<file path="config.mk">
export PLATFORM = sky130hd
export DESIGN_NAME = gbt_ctrl
export DESIGN_NICKNAME = d
export VERILOG_FILES = /design/src/rtl/core/gbt_pkg.sv /design/src/rtl/core/gbt_ctrl.sv
export SDC_FILE = /design/constraint.sdc
export NUM_CORES = 1
export LEC_CHECK = 0
export ABC_CLOCK_PERIOD_IN_PS = 1500
export BUFFER_PORTS_ARGS = -buffer_cell sky130_fd_sc_hd__buf_2
export CORE_AREA = 5 5 42 44
export CTS_BUF_LIST = sky130_fd_sc_hd__clkbuf_4 sky130_fd_sc_hd__clkbuf_8
export CTS_CLUSTER_SIZE = 10
export DETAILED_ROUTE_END_ITERATION = 10
export DIE_AREA = 0 0 47 49
export GPL_ROUTABILITY_DRIVEN = 0
export HOLD_SLACK_MARGIN = 0.03
export PLACE_DENSITY = 0.6
export SLEW_MARGIN = 20
export SYNTH_ARGS = -nofsm -noshare
export SYNTH_HDL_FRONTEND = slang
export SYNTH_SLANG_ARGS = --single-unit
</file>
<file path="constraint.sdc">
create_clock -name clk -period 1.5 [get_ports clk]
set_input_delay 0.225 -clock clk [delete_from_list [all_inputs] [get_ports clk]]
set_output_delay 0.225 -clock clk [all_outputs]
set_load 0.01 [all_outputs]
</file>
<file path="src/rtl/core/gbt_pkg.sv">
// gbt_pkg: shared types, constants and helper functions for the graph traversal block.
// Used by gbt_ctrl, gbt_dp, graph_bfs_dfs_traversal_top and gbt_checker.
// No dependencies.
`timescale 1ns / 1ps

package gbt_pkg;

	// Graph size and field widths
	localparam int MAX_VERTICES = 64;
	localparam int VW           = 6;   // vertex index width
	localparam int CW           = 7;   // count width (holds MAX_VERTICES itself)
	localparam int ROW_W        = 64;  // adjacency row width
	localparam int WL_W         = 13;  // work list entry: next neighbor [12:6], vertex [5:0]

	// Item actions
	localparam logic ACT_LOAD  = 1'b0;
	localparam logic ACT_START = 1'b1;

	// Traversal modes
	localparam logic MODE_BFS = 1'b0;
	localparam logic MODE_DFS = 1'b1;

	// Register indexes (word address)
	localparam logic REG_VERTEX_COUNT = 1'b0;
	localparam logic REG_MODE         = 1'b1;

	typedef struct packed {
		logic             action;
		logic [VW-1:0]    row_index;
		logic [ROW_W-1:0] row_bits;
		logic [VW-1:0]    start_vertex;
	} cmd_item_t;

	typedef struct packed {
		logic [VW-1:0] vertex;
		logic          last;
	} res_item_t;

	typedef enum logic [3:0] {
		ST_IDLE,
		ST_B_POP,
		ST_B_FETCH,
		ST_B_LOAD,
		ST_B_SCAN,
		ST_D_READ,
		ST_D_SCAN,
		ST_D_RESTORE,
		ST_FLUSH
	} gbt_state_t;

	// Controller to datapath commands
	typedef struct packed {
		logic load;         // write one adjacency row
		logic init;         // start a traversal
		logic bfs_pop;      // read FIFO head
		logic bfs_fetch;    // read row of popped vertex
		logic bfs_load;     // capture candidate set
		logic bfs_emit;     // emit lowest candidate
		logic dfs_read;     // read row of stack top
		logic dfs_emit;     // emit lowest candidate, push it
		logic dfs_pop;      // drop stack top, read new top
		logic dfs_restore;  // load new top from stack memory
		logic flush;        // send held vertex as last
	} gbt_cmd_t;

	// Datapath to controller status
	typedef struct packed {
		logic start_ok;
		logic mode;
		logic fifo_empty;
		logic cand_zero;
		logic dcand_zero;
		logic depth_one;
		logic can_emit;
		logic pend_valid;
		logic out_free;
	} gbt_status_t;

	// Index of the lowest set bit (0 for an all-zero word)
	function automatic logic [VW-1:0] lowest_set(input logic [ROW_W-1:0] x);
		logic [ROW_W-1:0] iso;
		logic [VW-1:0]    idx;
		iso = x & (~x + ROW_W'(1));
		idx = '0;
		for (int b = 0; b < VW; b++) begin
			for (int k = 0; k < ROW_W; k++) begin
				if (((k >> b) & 1) == 1) begin
					idx[b] = idx[b] | iso[k];
				end
			end
		end
		return idx;
	endfunction

endpackage

</file>
<file path="src/rtl/core/gbt_ctrl.sv">
// gbt_ctrl: traversal sequencer; issues datapath commands from datapath status.
// Depends on gbt_pkg.
`timescale 1ns / 1ps

module gbt_ctrl (
	input  logic                 clk,
	input  logic                 arst_n,
	input  logic                 cmd_valid,
	input  logic                 cmd_action,
	output logic                 cmd_ready,
	input  gbt_pkg::gbt_status_t st,
	output gbt_pkg::gbt_cmd_t    dc
);
	import gbt_pkg::*;

	gbt_state_t state_q, state_next;
	logic       accept;

	assign cmd_ready = (state_q == ST_IDLE);
	assign accept    = cmd_valid && cmd_ready;

	// State register
	always_ff @(posedge clk or negedge arst_n) begin
		if (!arst_n) begin
			state_q <= ST_IDLE;
		end else begin
			state_q <= state_next;
		end
	end

	// Next state
	always_comb begin
		state_next = state_q;
		unique case (state_q)
			ST_IDLE: begin
				if (accept && cmd_action == ACT_START && st.start_ok) begin
					state_next = (st.mode == MODE_DFS) ? ST_D_READ : ST_B_POP;
				end
			end
			ST_B_POP:   state_next = st.fifo_empty ? ST_FLUSH : ST_B_FETCH;
			ST_B_FETCH: state_next = ST_B_LOAD;
			ST_B_LOAD:  state_next = ST_B_SCAN;
			ST_B_SCAN: begin
				if (st.cand_zero) begin
					state_next = ST_B_POP;
				end
			end
			ST_D_READ:  state_next = ST_D_SCAN;
			ST_D_SCAN: begin
				if (st.dcand_zero) begin
					state_next = st.depth_one ? ST_FLUSH : ST_D_RESTORE;
				end else if (st.can_emit) begin
					state_next = ST_D_READ;
				end
			end
			ST_D_RESTORE: state_next = ST_D_READ;
			ST_FLUSH: begin
				if (!st.pend_valid || st.out_free) begin
					state_next = ST_IDLE;
				end
			end
			default: state_next = ST_IDLE;
		endcase
	end

	// Command outputs
	always_comb begin
		dc = '0;
		unique case (state_q)
			ST_IDLE: begin
				dc.load = accept && cmd_action == ACT_LOAD;
				dc.init = accept && cmd_action == ACT_START;
			end
			ST_B_POP:     dc.bfs_pop = !st.fifo_empty;
			ST_B_FETCH:   dc.bfs_fetch = 1'b1;
			ST_B_LOAD:    dc.bfs_load = 1'b1;
			ST_B_SCAN:    dc.bfs_emit = !st.cand_zero && st.can_emit;
			ST_D_READ:    dc.dfs_read = 1'b1;
			ST_D_SCAN: begin
				dc.dfs_pop  = st.dcand_zero && !st.depth_one;
				dc.dfs_emit = !st.dcand_zero && st.can_emit;
			end
			ST_D_RESTORE: dc.dfs_restore = 1'b1;
			ST_FLUSH:     dc.flush = st.pend_valid && st.out_free;
			default:      dc = '0;
		endcase
	end

endmodule

</file>
==> out/metrics.csv, run 1 <==
metric;value;unit
synth.net_count;65;
skew;0.00466;ns
routedWlPerCell;11.7;µm
synth_cells;52;
end_kind;primary output;
fin_util;49.6;%
hold_class;in -> reg;
drc_errors;0;
grt_first_pass_wirelength;1.99;mm
routed_wl;1.23;mm
syn_area_per_cell;7.72;µm²
grt_pass1_vias;500;
dp.final_hpwl;888;µm
mappedNetlistArea;402;µm²
worst-path-buf-inv;1;
largest_reg_flops;4;
finalSetupViolCount;7;
path_clk_slew;0.04;ns
grt_max_degree;9;
hold_end;state_q[3];
critical-path-top-delay-family;simple AND/OR/NAND/NOR gates;
worst_slew_pin_slew;0.285;ns
core_region_area;1400;µm²
final_common_cell;buf_2;
cts_num_sinks;4;
clockBufferDepth;2;
cts_tree;built;
finalCritPeriodShare;107;%
ys_warn_count;0;
portBuffers;24;
antenna_found_initial;0;
min_period;1.60;ns
crit-reg2reg-launch;state_q[2];
drive_gt1_share;61.8;%
fin_ws;-0.103;ns
leakage;0.000343;µW
htreeDepth;1;
fin_nets;104;
first_pass_iters;2;
ir_worst_vdd;0.615;mV
reg.largest.list;state_q (4);
rows;14;
crit_path_cell_trace;nor4_4 -> and3_4 -> buf_6;
worstPathArrival;1.38;ns
min_path_cells;3;
dieWidth;47;µm
detail-route-antenna-nets;0;
layout_common_cells;buf_2 (23), buf_4 (12), nand2_1 (7);
cp_slowest_cell;dfrtp_2;
max_freq;624;MHz
route.vias.total;524;
status;complete, but fails checks;
cp-start-kind;flop;
synth_cell_types;24;
rrSetupSlack;0.06;ns
min_from;st[0];
cts-buffers-inserted;3;
syn2layout_area_growth;73.2;%
hold_viol_final;0;
regMostFlops;state_q;
cp.required;1.27;ns
r2r-end;state_q[0];
ys_seq_area_share;24.9;%
n_antenna_cell;0;
grt-ovfl-total;0;
viasPerCell;4.99;
rsz0062_at_grt;true;
grt_use_total;11.9;%
cts_root_buf;clkbuf_4;
top_level_ports;25;
synth_seq_cells;4;
die_y;49;µm
die_area;2300;µm²
path_max_fanout;7;
start_util;28.7;%
path_class;reg -> out;
final_max_slew_viol_count;0;
fillCellCount;158;
violations;negative setup slack;
insertion_delay;0.25;ns
p_per_area;1630;nW/µm²
max_slew_margin;80.9;%
drv_cap;0;
setup_tns;-0.334;ns
r2r_cells;4;
critPathMaxStageDelay;0.46;ns
drt-initial-drc-count;2;
## report_power, final
part | switching [µW] | internal, µW | leakage [µW]
combinational | 337 | 412 | 0.000283
sequential | 84.1 | 162 | 0.0000461
clock | 51.8 | 90.0 | 0.0000138
total | 473 | 663 | 0.000343
## cells in the mapped netlist
| master | n | share of area, % |
|---|---|---|
| nand2_1 | 7 | 6.5 |
| a21oi_1 | 5 | 6.2 |
| nor2_1 | 5 | 4.7 |
| dfrtp_1 | 4 | 25 |
| nor3_1 | 4 | 5.0 |
| nand2b_1 | 3 | 4.7 |
| o21ai_0 | 3 | 3.7 |
| buf_4 | 2 | 3.7 |
| buf_6 | 2 | 5.6 |
| inv_1 | 2 | 1.9 |
| nor4_1 | 2 | 3.1 |
| a211o_1 | 1 | 2.2 |
| a21boi_1 | 1 | 1.9 |
| a21oi_2 | 1 | 2.2 |
| and2_1 | 1 | 1.6 |
| and3_2 | 1 | 1.9 |
| and4b_2 | 1 | 2.8 |
| nand3_1 | 1 | 1.2 |
| nand4bb_1 | 1 | 2.8 |
| nor3b_1 | 1 | 1.9 |
| nor4_4 | 1 | 5.3 |
| nor4b_1 | 1 | 2.2 |
| o31a_2 | 1 | 2.5 |
| or3_1 | 1 | 1.6 |
## how the worst max path moves through the flow
stage / from / end / slack (ns) / depth (start not counted)
finish: state_q[2] / dc[9] / -0.10 / 3
global route: state_q[3] / dc[5] / -0.17 / 4
CTS: state_q[2] / dc[9] / -0.1 / 3
detailed placement: state_q[2] / dc[5] / 0.05 / 4
global placement: state_q[2] / dc[5] / 0.05 / 4
floorplan: state_q[3] / dc[9] / 0.13 / 3
## layout make-up
cell class                 count  area [µm²]  share of cell area, %
tap                           16        20.0                   2.88
sequential                     4         105                   15.1
timing repair buffer          38         238                   34.2
multi-input combinational     42         303                   43.5
clock buffer                   3        22.5                   3.24
inverter                       2        7.51                   1.08
## repair_timing
item                                    4_1_cts  5_1_grt
gates cloned                                  0        0
setup buffers                                 5        1
pin swaps                                     5        4
gates resized for setup                      11        3
endpoints found under the setup margin       10       12
hold endpoints to repair                      4        0
hold buffers                                  1        0
## through the flow
stage | setup slack [ns] | hold slack [ns] | cell area, µm² | total power (µW) | cells
finish | -0.103 | 0.289 | 696 | 1140 | 105
CTS | -0.0954 | 0.290 | 676 | 1120 | 104
detailed placement | 0.0549 | 0.0319 | 557 | 800 | 95
global placement | 0.0540 | 0.0314 | 557 | 798 | 95
floorplan | 0.130 | -0.0706 | 402 | 636 | 52
global route | -0.168 | 0.308 | 696 | 1240 | 105
## cells by family (layout without fill, tap and decap cells)
kind of cell           count (synthesis)  in the layout  share of synthesized area, %
DFF                                    4              4                          24.9
AOI/OAI and AO/OA                     12             12                          18.7
buffers and inverters                  6             43                          11.2
and+or+nand+nor                       30             30                          45.2
## metal layers
metal | up-vias | global-route usage (%) | wire, µm
met5 | - | 0 | 0
met4 | 0 | 8.29 | 42
met3 | 5 | 2.21 | 86
met2 | 20 | 18.3 | 587
met1 | 236 | 14.2 | 516
li1 | 263 | - | -
## worst min-delay path, stage by stage
cell and delay [ns]:
buf_2 0.08, o21ai_0 0.08, o31a_2 0.11
(Power assumes the default switching activity.)
==> run 2: changes to the inputs <==
- ABC_AREA: not set -> 1
- PLACE_DENSITY: 0.6 -> 0.62
==> run 2 against run 1 <==
Net effect: the run now ends clean; flip-flop and latch count stayed put; global-route usage is 0.21 points lower; first-iteration DRC count grew to 6.0 times the previous value.
==> out/metrics.csv, run 2 <==
metric;value;unit;change
synth_seq_cells;4;;unchanged
synthAdderAreaFrac;0;%;unchanged
holdWs;0.328;ns;+0.0391 ns
finalInstanceArea;749;µm²;+7.7%
finalCritPeriodShare;99.9;%;-6.9 points
path_max_fanout;5;;-2
synthSimpleGateAreaFrac;53.6;%;+8.5 points
worstPathArrival;1.27;ns;-0.11 ns
use_met1;15.5;%;+1.3 points
drv_cap;0;;unchanged
hold_class;in -> async;;
r2r-end;state_q[2];;
cts_root_buf;clkbuf_4;;
insertion_delay;0.24;ns;about the same
detail-route-antenna-nets;0;;unchanged
ir_worst_vdd;0.900;mV;+46%
final_common_cell;buf_2;;
use_met3;2.95;%;+0.74 points
grt_first_pass_wirelength;2.06;mm;+3.1%
worst_slew_pin_slew;0.212;ns;-0.0732 ns
async_flop_share;100;%;unchanged
max_slew_margin;85.8;%;+5.0 points
synth_top_area_share;23.2;%;-1.7 points
n_antenna_cell;0;;unchanged
dieWidth;47;µm;unchanged
min_period;1.50;ns;-0.103 ns
dp.final_hpwl;984;µm;+11%
dp_cells;107;;+13%
synth.area.mux_share;0;%;unchanged
synth_cell_types;20;;-17%
drive_gt1_share;59.4;%;-2.4 points
cts_num_sinks;4;;unchanged
clockBufferDepth;2;;unchanged
routedWlPerCell;11.5;µm;-2.1%
skew;0.00420;ns;-0.000455 ns
reg.largest.list;state_q (4);;
routed_wl;1.40;mm;+14%
cp-start-kind;flop;;
synth_common_cells;inv_1 (11), nand2_1 (10), nor2_1 (9), nand3_1 (8), inv_2 (5);;
regMostFlops;state_q;;
busiest_layer;met2;;
antenna_found_initial;0;;unchanged
core_region_area;1400;µm²;unchanged
p_total;1400;µW;+23%
viasPerCell;4.75;;-4.9%
grt-ovfl-total;0;;unchanged
path_class;reg -> out;;
portBuffers;24;;unchanged
largest_reg_flops;4;;unchanged
final_max_slew_viol_count;0;;unchanged
synth_xor_area_share;0;%;unchanged
cts-buffers-inserted;3;;unchanged
placed_cell_area;568;µm²;+2.0%
route.vias.total;579;;+10%
cts_tree;built;;
r2r_cells;8;;+4
first_pass_iters;4;;+2
max_freq;667;MHz;+6.9%
fin_cells;122;;+16%
finalSetupViolCount;0;;-7
end_kind;primary output;;
synth_compound_area_share;6.67;%;-12 points
drt-initial-drc-count;12;;+10
rows;14;;unchanged
rsz0062_at_grt;true;;
hold_viol_final;0;;unchanged
rrSetupSlack;0.14;ns;+0.08 ns
syn_area_per_cell;6.44;µm²;-17%
grt_max_degree;7;;-2
start_util;30.8;%;+2.1 points
synth_top_family_by_area;simple AND/OR/NAND/NOR gates;;
met2_usage;18.6;%;+0.23 points
path_clk_slew;0.04;ns;about the same
top_level_ports;25;;unchanged
crit-reg2reg-launch;state_q[0];;
p_per_area;1870;nW/µm²;+14%
status;completed;;
synth_area_leaders;dfrtp_1 (23%), inv_1 (9.6%), nand3_1 (9.3%), nand2_1 (8.7%), nor2_1 (7.8%);;
die_y;49;µm;unchanged
die_area;2300;µm²;unchanged
cp.required;1.27;ns;about the same
syn2layout_area_growth;73.6;%;
grt_use_total;11.7;%;-0.21 points
ys_seq_area_share;23.2;%;-1.7 points
ys_warn_count;0;;unchanged
grt_pass1_vias;527;;+5.4%
layout_common_cells;buf_2 (23), inv_1 (10), buf_4 (10);;
synth_ff_type;dfrtp_1;;
synth_cells;67;;+29%
drc_errors;0;;unchanged
synth_edf_count;0;;unchanged
synth.net_count;80;;+23%
yosysMostFrequentCell;inv_1;;
fin_nets;121;;+16%
synth_top_cell_by_area;dfrtp_1;;
leakage;0.000446;µW;+30%
mappedNetlistArea;432;µm²;+7.5%
htreeDepth;1;;unchanged
[run 2: cell types whose count changed in the layout (fill, tap and decap cells not counted), sizes merged, moves of 2 or more]
cell and delta:
a21oi -6, inv +14, nand3b +2, nand3 +8
nor2 +9, nor4 -3, o21ai -3, nand2 +4
nand2b -3
[run 2: per-stage QoR]
stage / worst slack, ns / TNS (ns) / utilization (%)
2_1_floorplan: 0.180 / 0 / -
3_3_place_gp: 0.188 / 0 / 40.5
3_5_place_dp: 0.145 / 0 / 40.5
4_1_cts: 0.00172 / 0 / 47.1
5_1_grt: -0.0662 / -0.286 / 53.5
6_report: 0.000752 / 0 / 53.5
[run 2: routing by layer]
metal / share of wire, % / wire, µm
met5: 0 / 0
met3: 8.3 / 116
met2: 53 / 740
met4: 0 / 0
met1: 39 / 544
[run 2: cell type report]
| class | instances | area [µm²] |
|---|---|---|
| Clock buffer | 3 | 22.5 |
| Tap cell | 16 | 20.0 |
| Fill cell | 149 | 652 |
| Multi-Input combinational cell | 46 | 295 |
| Sequential cell | 4 | 104 |
| Inverter | 16 | 65.1 |
| Timing Repair Buffer | 37 | 243 |
[run 2: cells by family (layout without fill, tap and decap cells)]
| kind of cell | count (synthesis) | count (layout) |
|---|---|---|
| flip-flops | 4 | 4 |
| buffers and inverters | 17 | 56 |
| AO/OA/AOI/OAI | 3 | 3 |
| AND/OR/NAND/NOR | 43 | 43 |
[run 2: report_power, final]
| part | total, µW | switching (µW) | internal [µW] |
|---|---|---|---|
| Sequential | 238 | 77.8 | 161 |
| Clock | 136 | 46.1 | 89.6 |
| Combinational | 1030 | 522 | 503 |
[run 2: worst max-delay path by stage]
| stage | end | slack, ns | depth (start not counted) | from |
|---|---|---|---|---|
| 2_1_floorplan | dc[10] | 0.18 | 6 | state_q[0] |
| 3_3_place_gp | state_q[2] | 0.19 | 7 | state_q[0] |
| 3_5_place_dp | dc[9] | 0.15 | 6 | state_q[0] |
| 4_1_cts | dc[3] | 0.002 | 6 | state_q[3] |
| 5_1_grt | dc[9] | -0.07 | 6 | state_q[0] |
| 6_report | dc[8] | 0.0008 | 5 | state_q[2] |
[run 2: critical path, stage by stage, from the launching register on]
cell     delay (ns)
dfrtp_2        0.43
nor2_4         0.15
buf_12         0.12
nand4_1        0.14
inv_1          0.07
buf_2          0.12
[run 2: repair_timing]
| action | CTS | global route |
|---|---|---|
| pin swaps | 3 | 5 |
| setup buffers | 5 | 6 |
| resized for setup | 4 | 12 |
| hold buffers | 1 | 0 |
| hold endpoints to repair | 4 | 0 |
| endpoints found under the setup margin | 6 | 9 |
==> run 3: changes to the inputs <==
- CORE_AREA: 5 5 42 44 -> not set
- CORE_MARGIN: not set -> 5
- CORE_UTILIZATION: not set -> 25
- DIE_AREA: 0 0 47 49 -> not set
- PLACE_DENSITY: 0.62 -> 0.51
==> run 3 against run 2 <==
Net effect: routed wire length fell by 16%; sequential share of layout area rose by 0.73 points; register-to-register slack improved by 0.11 ns; highest routed layer unchanged; largest power group unchanged.
==> out/metrics.csv, run 3 (synthesis results as in run 2) <==
metric;value;unit;change
path_max_fanout;6;;+1
crit_path_cell_trace;nor2_4 -> buf_6 -> nand3_2 -> nor2_2 -> buf_2;;
cts_num_sinks;4;;unchanged
fin_nets;116;;-4.1%
p_int;636;µW;-16%
grt_first_pass_wirelength;1.86;mm;-9.7%
use_met1;11.1;%;-4.4 points
p_per_area;1740;nW/µm²;-6.9%
grt_pass1_vias;485;;-8.0%
hold_viol_final;0;;unchanged
p_sw;587;µW;-9.2%
drc_errors;0;;unchanged
layout_common_cells;buf_2 (24), inv_1 (10), nand3_1 (7), nand2_1 (7);;
max_slew_margin;85.1;%;-0.73 points
clockBufferDepth;2;;unchanged
largest_reg_flops;4;;unchanged
route.vias.total;541;;-6.6%
rsz0062_at_grt;true;;
status;completed;;
finalCritPeriodShare;99.0;%;-0.91 points
min_period;1.49;ns;-0.0137 ns
final_max_slew_viol_count;0;;unchanged
placed_cell_area;569;µm²;+0.22%
cts_root_buf;clkbuf_4;;
top_level_ports;25;;unchanged
r2r-end;state_q[1];;
max_freq;673;MHz;+0.92%
path_class;reg -> out;;
syn2layout_area_growth;62.9;%;
critPathMaxStageDelay;0.45;ns;+0.02 ns
detail-route-antenna-nets;0;;unchanged
cts-buffers-inserted;3;;unchanged
worst_slew_pin_slew;0.223;ns;+0.0109 ns
dieWidth;51.6;µm;+9.7%
cp.required;1.27;ns;about the same
use_met3;2.58;%;-0.37 points
holdWs;0.336;ns;+0.00788 ns
ir_worst_vdd;0.700;mV;-22%
grt-ovfl-total;0;;unchanged
end_kind;primary output;;
leakage;0.000427;µW;-4.4%
regMostFlops;state_q;;
dp.final_hpwl;971;µm;-1.4%
die_y;51.6;µm;+5.2%
insertion_delay;0.23;ns;about the same
crit-reg2reg-launch;state_q[0];;
core_region_area;1690;µm²;+21%
grt_use_total;9.15;%;-2.6 points
portBuffers;24;;unchanged
cp-start-kind;flop;;
viasPerCell;4.58;;-3.4%
setup_tns;0;ns;unchanged
met2_usage;14.4;%;-4.1 points
n_antenna_cell;0;;unchanged
routed_wl;1.18;mm;-16%
routedWlPerCell;9.97;µm;-13%
reg.largest.list;state_q (4);;
rows;15;;+1
crit_end;dc[0];;
busiest_layer;met2;;
worstPathArrival;1.26;ns;about the same
final_common_cell;buf_2;;
power_frac_clock;10.4;%;+0.7 points
grt_max_degree;9;;+2
drv_cap;0;;unchanged
r2r_cells;5;;-3
rrSetupSlack;0.25;ns;+0.11 ns
cp-startpoint;state_q[0];;
finalInstanceArea;703;µm²;-6.2%
die_area;2660;µm²;+15%
drt-initial-drc-count;3;;-9
path_clk_slew;0.04;ns;about the same
htreeDepth;1;;unchanged
antenna_found_initial;0;;unchanged
finalSetupViolCount;0;;unchanged
skew;0.000436;ns;-0.00377 ns
swShare;48.0;%;+1.8 points
cp_slowest_cell;dfrtp_2;;
drive_gt1_share;59.4;%;about the same
fin_ws;0.0144;ns;+0.0137 ns
first_pass_iters;4;;unchanged
hold_class;in -> async;;
fin_util;41.6;%;-12 points
cts_tree;built;;
pwr-share-seq;19.7;%;+2.7 points
p_comb_share;69.9;%;-3.4 points
start_util;25.6;%;-5.2 points
post-place-ws;0.216;ns;+0.0708 ns
run 3: power groups by stage:
stage | clock network [µW] | registers, µW | logic, µW
floorplan | 0 | 200 | 488
global placement | 0 | 234 | 618
detailed placement | 0 | 236 | 617
CTS | 134 | 240 | 645
global route | 138 | 248 | 943
finish | 127 | 241 | 855
run 3: worst min path at each step:
stage                      start    endpoint  slack [ns]
after floorplan           arst_n  state_q[0]       -0.07
after global placement    arst_n  state_q[3]        0.03
after detailed placement  arst_n  state_q[3]        0.04
after CTS                 arst_n  state_q[1]        0.33
after global routing      arst_n  state_q[2]        0.34
final                     arst_n  state_q[1]        0.34
run 3: through the flow:
| stage | power, µW | std cells |
|---|---|---|
| after floorplan | 688 | 67 |
| after global placement | 852 | 108 |
| after detailed placement | 853 | 108 |
| after CTS | 1020 | 113 |
| after global routing | 1330 | 118 |
| final | 1220 | 118 |
run 3: what timing repair did:
action | in CTS | in global routing
pin swaps | 1 | 6
resized for setup | 2 | 15
hold endpoints to repair | 4 | 0
endpoints found under the setup margin | 5 | 7
hold buffers | 1 | 0
setup buffers | 1 | 5
run 3: per-layer routing:
metal,wire [µm],share of wire [%],vias to the layer above
li1,-,-,281
met1,513,44,241
met2,582,49,19
met3,81,6.9,0
met4,0,0,0
met5,0,0,-
run 3: worst max-delay path: cells and delay by family, from the launching register on:
kind          cells  cell delay [ns]
flops             1             0.45
buf+inv           2             0.26
simple gates      3             0.32
run 3: area by class of cell:
class	instances	area, µm²
clock buffer	3	22.5
fill	195	986
inverter	16	65.1
multi-input combinational	46	305
sequential	4	103
tap	17	21.3
timing repair buffer	32	186
